**src/hw/rtl/versatile_interface_adapter_timers_top_defines.svh**
```systemverilog
// ----------------------------------------------------------------------------
// Assertion macros for the interface adapter timers
// Concurrent check wrappers; compile with ASSERT_OFF to drop all of them.
// ----------------------------------------------------------------------------
`ifndef VERSATILE_INTERFACE_ADAPTER_TIMERS_TOP_DEFINES_SVH
`define VERSATILE_INTERFACE_ADAPTER_TIMERS_TOP_DEFINES_SVH

`ifndef ASSERT_OFF
// expression holds at every clock edge out of reset
`define VIA_TMR_ASSERT_ALWAYS(label, clk, rst_n, expr) \
    label: assert property (@(posedge clk) disable iff (!(rst_n)) (expr)) \
        else $error("check failed: invariant");
// antecedent at one edge implies consequent at the next edge
`define VIA_TMR_ASSERT_NEXT(label, clk, rst_n, ante, cons) \
    label: assert property (@(posedge clk) disable iff (!(rst_n)) (ante) |=> (cons)) \
        else $error("check failed: next-cycle implication");
`else
`define VIA_TMR_ASSERT_ALWAYS(label, clk, rst_n, expr)
`define VIA_TMR_ASSERT_NEXT(label, clk, rst_n, ante, cons)
`endif

`endif

```
**src/hw/rtl/via_tmr_pkg.sv**
```systemverilog
// ----------------------------------------------------------------------------
// via_tmr_pkg
// Shared types, register map and reset values for the adapter timers.
// ----------------------------------------------------------------------------
package via_tmr_pkg;

    localparam int OPCODE_W = 2;
    localparam int INDEX_W  = 4;
    localparam int BYTE_W   = 8;
    localparam int LINE_W   = 3;
    localparam int COUNT_W  = 16;

    typedef enum logic [OPCODE_W-1:0] {
        OP_READ  = 2'd0,
        OP_WRITE = 2'd1,
        OP_TICK  = 2'd2,
        OP_IRQ   = 2'd3
    } opcode_t;

    localparam logic [INDEX_W-1:0] REG_PORTB  = 4'd0;
    localparam logic [INDEX_W-1:0] REG_SPARE1 = 4'd1;
    localparam logic [INDEX_W-1:0] REG_DIRB   = 4'd2;
    localparam logic [INDEX_W-1:0] REG_SPARE3 = 4'd3;
    localparam logic [INDEX_W-1:0] REG_T1CL   = 4'd4;
    localparam logic [INDEX_W-1:0] REG_T1CH   = 4'd5;
    localparam logic [INDEX_W-1:0] REG_T1LL   = 4'd6;
    localparam logic [INDEX_W-1:0] REG_T1LH   = 4'd7;
    localparam logic [INDEX_W-1:0] REG_T2CL   = 4'd8;
    localparam logic [INDEX_W-1:0] REG_T2CH   = 4'd9;
    localparam logic [INDEX_W-1:0] REG_SR     = 4'd10;
    localparam logic [INDEX_W-1:0] REG_ACR    = 4'd11;
    localparam logic [INDEX_W-1:0] REG_PCR    = 4'd12;
    localparam logic [INDEX_W-1:0] REG_IFR    = 4'd13;
    localparam logic [INDEX_W-1:0] REG_IER    = 4'd14;
    localparam logic [INDEX_W-1:0] REG_PORTA  = 4'd15;

    // flag register bits and masks
    localparam logic [BYTE_W-1:0] IRQ_BIT      = 8'h80;
    localparam logic [BYTE_W-1:0] FLAG_MASK    = 8'h7f;
    localparam logic [BYTE_W-1:0] T1_FLAG      = 8'h40;
    localparam logic [BYTE_W-1:0] T2_FLAG      = 8'h20;
    localparam logic [BYTE_W-1:0] SR_FLAG      = 8'h04;
    localparam logic [BYTE_W-1:0] T1_FLAG_SET  = 8'hc0;
    localparam logic [BYTE_W-1:0] T2_FLAG_SET  = 8'ha0;
    localparam logic [COUNT_W-1:0] COUNT_WRAP  = 16'hffff;

    localparam logic [BYTE_W-1:0] PORTA_RESET = 8'h10;
    localparam logic [BYTE_W-1:0] IER_RESET   = 8'h80;

    typedef struct packed {
        logic [BYTE_W-1:0]  port_b;
        logic [BYTE_W-1:0]  spare1;
        logic [BYTE_W-1:0]  dir_b;
        logic [BYTE_W-1:0]  spare3;
        logic [BYTE_W-1:0]  sr;
        logic [BYTE_W-1:0]  acr;
        logic [BYTE_W-1:0]  pcr;
        logic [BYTE_W-1:0]  ifr;
        logic [BYTE_W-1:0]  ier;
        logic [BYTE_W-1:0]  port_a;
        logic [COUNT_W-1:0] t1_count;
        logic [COUNT_W-1:0] t1_latch;
        logic [COUNT_W-1:0] t2_count;
        logic [BYTE_W-1:0]  t2_latch_low;
        logic               t1_armed;
        logic               t2_armed;
    } via_state_t;

    localparam via_state_t STATE_RESET = '{
        port_b:       '0,
        spare1:       '0,
        dir_b:        '0,
        spare3:       '0,
        sr:           '0,
        acr:          '0,
        pcr:          '0,
        ifr:          '0,
        ier:          IER_RESET,
        port_a:       PORTA_RESET,
        t1_count:     '0,
        t1_latch:     '0,
        t2_count:     '0,
        t2_latch_low: '0,
        t1_armed:     1'b0,
        t2_armed:     1'b0
    };

endpackage

```
**src/hw/rtl/via_tmr_step.sv**
```systemverilog
// ----------------------------------------------------------------------------
// via_tmr_step
// Next-state and read-data logic for one bus access, tick or interrupt.
// ----------------------------------------------------------------------------
module via_tmr_step (
    input  via_tmr_pkg::via_state_t             state_cur,
    input  logic [via_tmr_pkg::OPCODE_W-1:0]    opcode,
    input  logic [via_tmr_pkg::INDEX_W-1:0]     reg_index,
    input  logic [via_tmr_pkg::BYTE_W-1:0]      write_data,
    input  logic [via_tmr_pkg::LINE_W-1:0]      irq_line,
    output via_tmr_pkg::via_state_t             state_next,
    output logic [via_tmr_pkg::BYTE_W-1:0]      read_data
);
    import via_tmr_pkg::*;

    // set or clear under bit 7, then recompute the summary bit
    function automatic logic [BYTE_W-1:0] flags_apply(
        input logic [BYTE_W-1:0] ifr,
        input logic [BYTE_W-1:0] ier,
        input logic [BYTE_W-1:0] v
    );
        logic [BYTE_W-1:0] f;
        f = v[7] ? (ifr | v) : (ifr & ~v);
        f = f & FLAG_MASK;
        if ((ier & f) != '0) begin
            f = f | IRQ_BIT;
        end
        return f;
    endfunction

    via_state_t nxt;
    logic [BYTE_W-1:0] rd;

    always_comb begin
        nxt = state_cur;
        rd  = '0;
        unique case (opcode_t'(opcode))
            OP_READ: begin
                unique case (reg_index)
                    REG_PORTB:  rd = state_cur.port_b;
                    REG_SPARE1: rd = state_cur.spare1;
                    REG_DIRB:   rd = state_cur.dir_b;
                    REG_SPARE3: rd = state_cur.spare3;
                    REG_T1CL: begin
                        rd = state_cur.t1_count[7:0];
                        nxt.t1_armed = 1'b1;
                        nxt.ifr = flags_apply(state_cur.ifr, state_cur.ier, T1_FLAG);
                    end
                    REG_T1CH:   rd = state_cur.t1_count[15:8];
                    REG_T1LL:   rd = state_cur.t1_latch[7:0];
                    REG_T1LH:   rd = state_cur.t1_latch[15:8];
                    REG_T2CL: begin
                        rd = state_cur.t2_count[7:0];
                        nxt.t2_armed = 1'b1;
                        nxt.ifr = flags_apply(state_cur.ifr, state_cur.ier, T2_FLAG);
                    end
                    REG_T2CH:   rd = state_cur.t2_count[15:8];
                    REG_SR: begin
                        rd = state_cur.sr;
                        nxt.ifr = flags_apply(state_cur.ifr, state_cur.ier, SR_FLAG);
                    end
                    REG_ACR:    rd = state_cur.acr;
                    REG_PCR:    rd = state_cur.pcr;
                    REG_IFR:    rd = state_cur.ifr;
                    REG_IER:    rd = state_cur.ier;
                    REG_PORTA:  rd = state_cur.port_a;
                    default:    rd = '0;
                endcase
            end
            OP_WRITE: begin
                unique case (reg_index)
                    REG_PORTB:  nxt.port_b = write_data;
                    REG_SPARE1: nxt.spare1 = write_data;
                    REG_DIRB:   nxt.dir_b  = write_data;
                    REG_SPARE3: nxt.spare3 = write_data;
                    REG_T1CL, REG_T1LL: nxt.t1_latch[7:0] = write_data;
                    REG_T1CH: begin
                        nxt.t1_latch[15:8] = write_data;
                        nxt.t1_count = {write_data, state_cur.t1_latch[7:0]};
                        nxt.t1_armed = 1'b1;
                        nxt.ifr = flags_apply(state_cur.ifr, state_cur.ier, T1_FLAG);
                        if (state_cur.acr[7]) begin
                            nxt.port_b[7] = 1'b0;
                        end
                    end
                    REG_T1LH: begin
                        nxt.t1_latch[15:8] = write_data;
                        nxt.t1_armed = 1'b1;
                        nxt.ifr = flags_apply(state_cur.ifr, state_cur.ier, T1_FLAG);
                    end
                    REG_T2CL:   nxt.t2_latch_low = write_data;
                    REG_T2CH: begin
                        nxt.t2_count = {write_data, state_cur.t2_latch_low};
                        nxt.t2_armed = 1'b1;
                        nxt.ifr = flags_apply(state_cur.ifr, state_cur.ier, T2_FLAG);
                    end
                    REG_SR:     nxt.sr  = write_data;
                    REG_ACR:    nxt.acr = write_data;
                    REG_PCR:    nxt.pcr = write_data;
                    REG_IFR: begin
                        nxt.ifr = flags_apply(state_cur.ifr, state_cur.ier, write_data);
                    end
                    REG_IER: begin
                        nxt.ier = (write_data[7] ? (state_cur.ier | write_data)
                                                 : (state_cur.ier & ~write_data)) | IRQ_BIT;
                    end
                    REG_PORTA:  nxt.port_a = write_data;
                    default:    nxt = state_cur;
                endcase
            end
            OP_TICK: begin
                // timer 1 first, then timer 2 sees its flag update
                if (state_cur.t1_count != '0) begin
                    nxt.t1_count = state_cur.t1_count - 16'd1;
                end else if (state_cur.acr[6]) begin
                    nxt.t1_count = state_cur.t1_latch;
                    if (state_cur.acr[7]) begin
                        nxt.port_b[7] = ~state_cur.port_b[7];
                    end
                    nxt.ifr = flags_apply(state_cur.ifr, state_cur.ier, T1_FLAG_SET);
                end else begin
                    nxt.t1_count = COUNT_WRAP;
                    if (state_cur.acr[7]) begin
                        nxt.port_b[7] = 1'b1;
                    end
                    if (state_cur.t1_armed) begin
                        nxt.ifr = flags_apply(state_cur.ifr, state_cur.ier, T1_FLAG_SET);
                        nxt.t1_armed = 1'b0;
                    end
                end
                if (state_cur.t2_count != '0) begin
                    nxt.t2_count = state_cur.t2_count - 16'd1;
                end else begin
                    nxt.t2_count = COUNT_WRAP;
                    if (state_cur.t2_armed) begin
                        nxt.ifr = flags_apply(nxt.ifr, state_cur.ier, T2_FLAG_SET);
                        nxt.t2_armed = 1'b0;
                    end
                end
            end
            OP_IRQ: begin
                nxt.ifr = flags_apply(state_cur.ifr, state_cur.ier,
                                      (8'd1 << irq_line) | IRQ_BIT);
            end
        endcase
    end

    assign state_next = nxt;
    assign read_data  = rd;

endmodule

```
**src/hw/rtl/versatile_interface_adapter_timers_top.sv**
```systemverilog
// ----------------------------------------------------------------------------
// versatile_interface_adapter_timers_top
// Register bus plus two timers: bus reads and writes, ticks, interrupt lines.
//
//   channel | ports                                         | direction
//   --------+-----------------------------------------------+----------
//   s_      | opcode, reg_index, write_data, irq_line       | in
//   m_      | read_data, irq_out, port_b_out, port_a_out    | out
//
// One transfer per cycle: each accepted item updates the state and the
// result register in the same edge, so the rate is one item per clock while m_ready is high.
// The only loop is the state register through the step logic.
// Reset (aresetn low, synchronous) loads the register file defaults.
// A stalled result holds in place; a new item is taken in the cycle the
// old result leaves, so input and output move together under back-pressure.
// ----------------------------------------------------------------------------
`include "versatile_interface_adapter_timers_top_defines.svh"

module versatile_interface_adapter_timers_top (
    input  logic                                aclk,
    input  logic                                aresetn,
    input  logic                                s_valid,
    output logic                                s_ready,
    input  logic [via_tmr_pkg::OPCODE_W-1:0]    s_opcode,
    input  logic [via_tmr_pkg::INDEX_W-1:0]     s_reg_index,
    input  logic [via_tmr_pkg::BYTE_W-1:0]      s_write_data,
    input  logic [via_tmr_pkg::LINE_W-1:0]      s_irq_line,
    output logic                                m_valid,
    input  logic                                m_ready,
    output logic [via_tmr_pkg::BYTE_W-1:0]      m_read_data,
    output logic                                m_irq_out,
    output logic [via_tmr_pkg::BYTE_W-1:0]      m_port_b_out,
    output logic [via_tmr_pkg::BYTE_W-1:0]      m_port_a_out
);
    import via_tmr_pkg::*;

    via_state_t         state_reg;
    via_state_t         state_next;
    logic [BYTE_W-1:0]  read_data_next;
    logic [BYTE_W-1:0]  read_data_reg;
    logic               m_valid_reg;
    logic               accept;
    logic               chk_not_read;
    logic               chk_tick_run;
    logic               chk_t1cl_read;
    logic [COUNT_W-1:0] t1_count_dec;

    // take a new transfer whenever the result slot is empty or draining
    assign s_ready = !m_valid_reg || m_ready;
    assign accept  = s_valid && s_ready;

    via_tmr_step u_step (
        .state_cur  (state_reg),
        .opcode     (s_opcode),
        .reg_index  (s_reg_index),
        .write_data (s_write_data),
        .irq_line   (s_irq_line),
        .state_next (state_next),
        .read_data  (read_data_next)
    );

    always_ff @(posedge aclk) begin
        if (!aresetn) begin
            state_reg   <= STATE_RESET;
            m_valid_reg <= 1'b0;
        end else begin
            if (accept) begin
                state_reg <= state_next;
            end
            // hold the result until taken, refill on accept
            if (accept) begin
                m_valid_reg <= 1'b1;
            end else if (m_ready) begin
                m_valid_reg <= 1'b0;
            end
        end
    end

    always_ff @(posedge aclk) begin
        if (accept) begin
            read_data_reg <= read_data_next;
        end
    end

    // port and irq outputs are the state left by the last accepted item
    assign m_valid      = m_valid_reg;
    assign m_read_data  = read_data_reg;
    assign m_irq_out    = state_reg.ifr[7];
    assign m_port_b_out = state_reg.port_b;
    assign m_port_a_out = state_reg.port_a;

    // conditions watched by the checks below
    assign chk_not_read  = accept && (s_opcode != OP_READ);
    assign chk_tick_run  = accept && (s_opcode == OP_TICK) && (state_reg.t1_count != '0);
    assign chk_t1cl_read = accept && (s_opcode == OP_READ) && (s_reg_index == REG_T1CL);
    assign t1_count_dec  = state_reg.t1_count - 16'd1;

    `VIA_TMR_ASSERT_ALWAYS(a_ier_top_set, aclk, aresetn, state_reg.ier[7])
    `VIA_TMR_ASSERT_NEXT(a_rd_zero, aclk, aresetn, chk_not_read, m_read_data == '0)
    `VIA_TMR_ASSERT_NEXT(a_t1_dec, aclk, aresetn, chk_tick_run, state_reg.t1_count == $past(t1_count_dec))
    `VIA_TMR_ASSERT_NEXT(a_t1cl_arm, aclk, aresetn, chk_t1cl_read, state_reg.t1_armed && !state_reg.ifr[6])

endmodule
```
**config.mk**
```make
export PLATFORM = sky130hd
export DESIGN_NAME = versatile_interface_adapter_timers_top
export DESIGN_NICKNAME = d
export VERILOG_FILES = /design/src/hw/rtl/via_tmr_pkg.sv /design/src/hw/rtl/via_tmr_step.sv /design/src/hw/rtl/versatile_interface_adapter_timers_top.sv
export VERILOG_INCLUDE_DIRS = /design/src /design/src/hw/rtl
export SDC_FILE = /design/constraint.sdc
export NUM_CORES = 1
export LEC_CHECK = 0
export BUFFER_PORTS_ARGS = -buffer_cell sky130_fd_sc_hd__buf_4
export CELL_PAD_IN_SITES_DETAIL_PLACEMENT = 1
export CELL_PAD_IN_SITES_GLOBAL_PLACEMENT = 2
export CORE_MARGIN = 3
export CORE_UTILIZATION = 38
export DETAILED_ROUTE_END_ITERATION = 12
export GPL_ROUTABILITY_DRIVEN = 0
export PLACE_DENSITY_LB_ADDON = 0.1
export SYNTH_ARGS = -nofsm -noshare
export SYNTH_HDL_FRONTEND = slang
export SYNTH_HIERARCHICAL = 1
export SYNTH_SLANG_ARGS = --single-unit
```
**constraint.sdc**
```tcl
create_clock -name aclk -period 3.1 [get_ports aclk]
set_input_delay 0.93 -clock aclk [delete_from_list [all_inputs] [get_ports aclk]]
set_output_delay 0.93 -clock aclk [all_outputs]
set_load 0.005 [all_outputs]
```
== After elaboration in Yosys (flattened, before gate mapping) ==
Index checks and enable logic that the tools add are counted.
Cells by class
  $add $sub $neg: 2
  shift-type cells: 1
  reduce and logical (&&, ||, !) cells: 38
  bitwise logic cells: 14
  equality and inequality tests: 33
  mux-type cells: 43
Operator list (number)
  one-hot mux 8 bit (16 select lines): 1
  two-way mux 8 bit: 13
  two-way mux 16 bit: 5
  one-hot mux 16 bit (2 select lines): 2
  nonzero test 8 bit: 7
  AND 8 x 7 -> 8 bit: 6
  one-hot mux 8 bit (3 select lines): 2
  AND reduction 3 bit: 15
  == test 4 bit, second input constant: 8
  one-hot mux 8 bit (4 select lines): 1
  nonzero test 16 bit: 2
  subtractor 16 x 1 -> 16 bit, second input constant: 2
  bitwise OR 7 bit: 3
  == test 4 x 3 -> 1 bit, second input constant: 4
  inequality test 2 bit, second input constant: 8
  AND 7 bit: 2
  two-way mux 1 bit: 14
  two-way mux 7 bit: 2
  AND reduction 6 bit: 2
  AND 8 x 6 -> 8 bit: 1
  == test 4 x 2 -> 1 bit, second input constant: 2
  inverter 7 bit: 1
  << shifter 1 x 3 -> 7 bit, first input constant: 1
  inequality test 3 bit, second input constant: 2
  20 further kinds: 25
Word-level totals
  input bits: 21
  register bits after elaboration: 146
  output and inout bits: 27
  word-level logic and storage cells: 152

== Logic depth before layout (Yosys ltp) ==
  depth in word-level cells: 13
  mapped depth: 11
  gate-level depth less buffers: 10

== Hierarchy ==
The synthesis kept the hierarchy.
Modules (own cells, without submodules)
  versatile_interface_adapter_timers_top: area each 5879.4 µm², seq. area each 3022.9 µm², cells an instance 628, times used 1
  via_tmr_step: area each 4865.9 µm², seq. area each 0.0 µm², cells an instance 730, times used 1

== Worst setup path before layout ==
OpenSTA, ideal clock, no wires.
  path kind: in2reg
  from: input s_reg_index[1] (netlist name)
  to: register state_reg[12] (netlist name)
  required time: 2.974 ns
  setup time: 0.126 ns
  stages: 9
  arrival: 2.555 ns
  buffers on the path: 2
  setup slack: 0.418 ns
  path through: clkbuf_1 nor2b_1 clkbuf_1 nand2_1 a21oi_1 o21ai_0 a221o_1 nand2_1 mux2i_1
Between the ends
  longest elaborated chain between the ends: 3
RTL lines
  from (decl): line versatile_interface_adapter_timers_top.sv:25  | input logic [via_tmr_pkg::INDEX_W-1:0] s_reg_index,
  == test 4 bit: line via_tmr_step.sv:71  | unique case (reg_index)
  inequality test 2 bit (no source line)
  AND reduction 3 bit (no source line)
  to (signal assigned): line versatile_interface_adapter_timers_top.sv:68  | state_reg <= state_next;
  to (decl): line versatile_interface_adapter_timers_top.sv:37  | via_state_t state_reg;
Every way passes these cells.
A chain may end at the register's enable or synchronous reset.

==> flow_results.org <==
** Floorplan
- Y dimension of the die :: about 170 µm
- For this design the top-level I/O count stands at between 40 and 50.
- Once the floorplan was initialized, standard cells occupied around 40% of the core.
- DIE AREA :: just over 30000 µm²
- The die is 174 µm wide.
- Number of core rows :: 60
- The region available for standard cell placement spans ~27000 µm².

** Final layout
- After routing the design area is about 12000 µm².
- Number of nets in the finished design :: about 1400
- Cells with a size suffix above 1 make up 20.5% of the layout.
- Filler instances :: about 3300
- Sequential cell area :: about 3000 µm²
- Relative area change from synthesis to final layout :: 13.6%
- Number of diodes added for antenna fixing :: 0
- The register with the most flip-flops in the layout has around 120 of them.
- Combined area of the multi-input logic cells :: about 7000 µm²

** Setup path
- R2r worst-path depth :: 8
- Worst setup startpoint :: state_reg[74]
- STA puts the critical path data arrival time at roughly 3.2 ns.
- In this run the worst path has a maximum fanout of 6.
- The worst register-to-register path has a setup slack of 0.21 ns.
- In this run the critical register-to-register path is launched from state_reg[74].
- The worst setup path is launched from a flop.
- Worst EP required :: between 3 and 4 ns
- Worst setup path class :: reg2reg
- Endpoint of the worst register-to-register path :: m_irq_out
- The worst setup path is captured at a flop.

** Outcome
- Outcome :: completed

** Global route
- The number of antenna violations at the first check in global routing came to 0.
- The first global-routing pass estimated between 60000 and 70000 µm of wire.
- Total track usage :: ~28%
- The via count of the first global-routing pass came to 10200.
- Maximum number of pins on one net before global-route repair :: between 90 and 100
- Summed over all layers, the global routing overflow is 0.

** Pwr
- Pwr/cell area :: 423 nW/µm²
- In this run the static leakage power is 4.84 nW.
- Sw Ratio :: between 30 and 40%
- For this design the total switching power over the nets is about 1.7 mW.
- IR drop worst, VDD :: roughly 0.00034 V
- Combinational logic burns a little over a fifth of the power.
- The completed layout was analyzed and its total power is slightly above 5 mW.
- The clock network is responsible for 39.5% of the overall power.
- The internal portion of the total power is about 3.5 mW.
- The share of total power dissipated in sequential elements is around two fifths.

** Yosys
- The number of nets handed over by synthesis was around 1400.
- The share of synthesized area in the top cell type comes to about a quarter.
- Yosys reg bits :: about 150
- For this run, the number of Yosys warnings is 6.
- Synthesis produced a netlist whose cell count is 1358.
- After synthesis, the mean cell area works out to roughly 8 µm².
- After synthesis, the share of flip-flops with an asynchronous set or reset is 0%.
- Count of distinct cell types in the synthesized netlist :: slightly above 70
- Most frequent cell after synthesis :: nand2_1
- Most frequent cells after synthesis :: nand2_1, mux2i_1, dfxtp_1
- Sequential elements use about 28% of the synthesized area.
- Top cells by area in the synthesized netlist :: dfxtp_1, mux2i_1, nand2_1
- Main flop type after synthesis :: dfxtp_1
- Cell accounting for the most synthesized area :: dfxtp_1
- In this run the cell area of the synthesized design comes to about 11000 µm².
- EDFF count, synth :: 8

** Timing
- In this run the tightest slew margin relative to its limit is about half.
- Hold Worst Slack :: roughly 0.47 ns
- Worst Skew :: 0.0203 ns
- After layout, the worst path uses a little over 90% of the clock period.
- Slew at the pin closest to its max-slew limit :: approximately 0.75 ns
- Setup violations remaining at the end of the flow were counted as 0.
- Number of max-slew violations in the final report :: 0
- For this run, the top clock speed supported by timing is 346 MHz.
- The clock period could shrink to around 2.9 ns.
- RSZ-0062 raised after global routing :: false
- Hold Fails Final Rpt :: 0
- Setup TNS :: 0 ns

** Place
- Summing all placed instances gives a cell area of 11700 µm².
- Detailed Place HPWL :: approximately 31000 µm
- Buffers added on ports :: 47

** Clock tree
- Number of buffers inserted for hold repair after clock tree synthesis :: 0
- CTS built an H-tree with a depth of 4.
- Number of clock sinks :: about 150
- Gates resized during post-CTS repair numbered 0.
- Post-CTS Setup Bufs :: 0
- TritonCTS created 17 clock buffers.
- CTS tree :: yes
- The tree is rooted in a clkbuf_16.
- After clock tree synthesis, the clock-pin slew on the worst setup and hold paths is 0.07 ns.
- Clock latency on the worst-skew pair, taken at its later pin, is around 0.45 ns.
- Clock buffer depth :: 2

** Detailed routing
- 1st-iter DRT viols :: 704
- In this run the remaining antenna-violating nets after routing total 0.
- Via-per-instance ratio :: between 5 and 6
- Post-detailed-route wirelength per cell :: between 20 and 25 µm
- Sum of routed wire length over all layers :: around 43000 µm
- The final route contains around 10000 vias.
- In the routed design, unresolved DRC markers number 0.
- DRT Pass-1 Iters :: 5

** Hold path
- Worst hold path depth :: 2
- End point of the most critical hold path :: state_reg[91]
- Class of the worst hold path :: reg2reg
- The startpoint identified for the worst hold timing path is state_reg[91].

** Job
- The tool flagged a number of max-cap violations equal to 0.
-- cell usage in the layout, fill, tap and decap left out, types with 9 or more instances in the layout --
cell type,instances
buf_4,125
a22o_1,13
nand3_1,27
nor3b_1,9
ha_1,10
a221oi_1,11
o21ai_0,78
xor2_1,9
nor2b_1,9
nor2_1,45
clkbuf_16,17
dfxtp_1,139
mux2i_1,148
a21oi_1,49
a22oi_1,35
inv_1,25
o22ai_1,9
nand2_1,355
mux2_2,106
nor3_1,9
-- per-stage QoR --
step | instances | worst slack (ns) | util, %
after floorplan | 1358 | 0.418 | -
after global placement | 1738 | 0.0936 | 42.6
after detailed placement | 1738 | 0.108 | 42.6
after CTS | 1770 | 0.265 | 44.6
after global routing | 1770 | 0.0830 | 44.6
final | 1770 | 0.213 | 44.6
-- cell type report --
class | count | area share [%]
clock inverters | 12 | 0.902
inverters | 27 | 0.830
well taps | 372 | 3.81
clock buffers | 20 | 3.58
multi-input cells | 1059 | 57.2
repair buffers | 133 | 8.95
flip-flops and latches | 147 | 24.8
-- power by group through the flow --
stage | Sequential (mW) | Clock [mW] | Combinational, mW
2_1_floorplan | 2.02 | 0 | 0.720
3_3_place_gp | 2.03 | 0 | 1.11
3_5_place_dp | 2.03 | 0 | 1.11
4_1_cts | 1.99 | 2.09 | 1.12
5_1_grt | 1.99 | 2.17 | 1.22
6_report | 1.99 | 2.04 | 1.13
-- per-layer routing --
layer	wire, µm	GRT usage (%)	up-vias
met5	0	0	-
met4	1070	8.34	0
met3	2210	4.24	54
met2	20000	46.4	276
met1	20000	38.5	5138
li1	-	-	4875
-- critical path: stages, from the launching register on --
cell and delay (ns):
dfxtp_1 0.41, a222oi_1 0.61, nand4_1 0.33, or2_2 0.40, a2111oi_4 0.32, a211oi_1 0.10
o41a_1 0.44, nand2_1 0.07, mux2i_1 0.08
-- worst max path at each step --
stage | to | slack (ns) | cells after the start
final | m_irq_out | 0.21 | 8
after global placement | m_read_data[2] | 0.09 | 7
after detailed placement | m_read_data[2] | 0.11 | 7
after floorplan | state_reg[12] | 0.42 | 9
after CTS | m_irq_out | 0.26 | 8
after global routing | m_irq_out | 0.08 | 8
-- cells by family (layout without fill, tap and decap cells) --
group | count (synthesis) | after routing | synth area share, %
and+or+nand+nor | 512 | 512 | 20.9
AOI/OAI and AO/OA | 269 | 269 | 16.8
muxes | 255 | 255 | 25.1
buffers and inverters | 152 | 192 | 6.93
DFF | 147 | 147 | 28.1
xor gates and xnor gates | 13 | 13 | 1.06
adders and majority gates | 10 | 10 | 1.16
No activity file was read; power rests on OpenSTA's default activity.
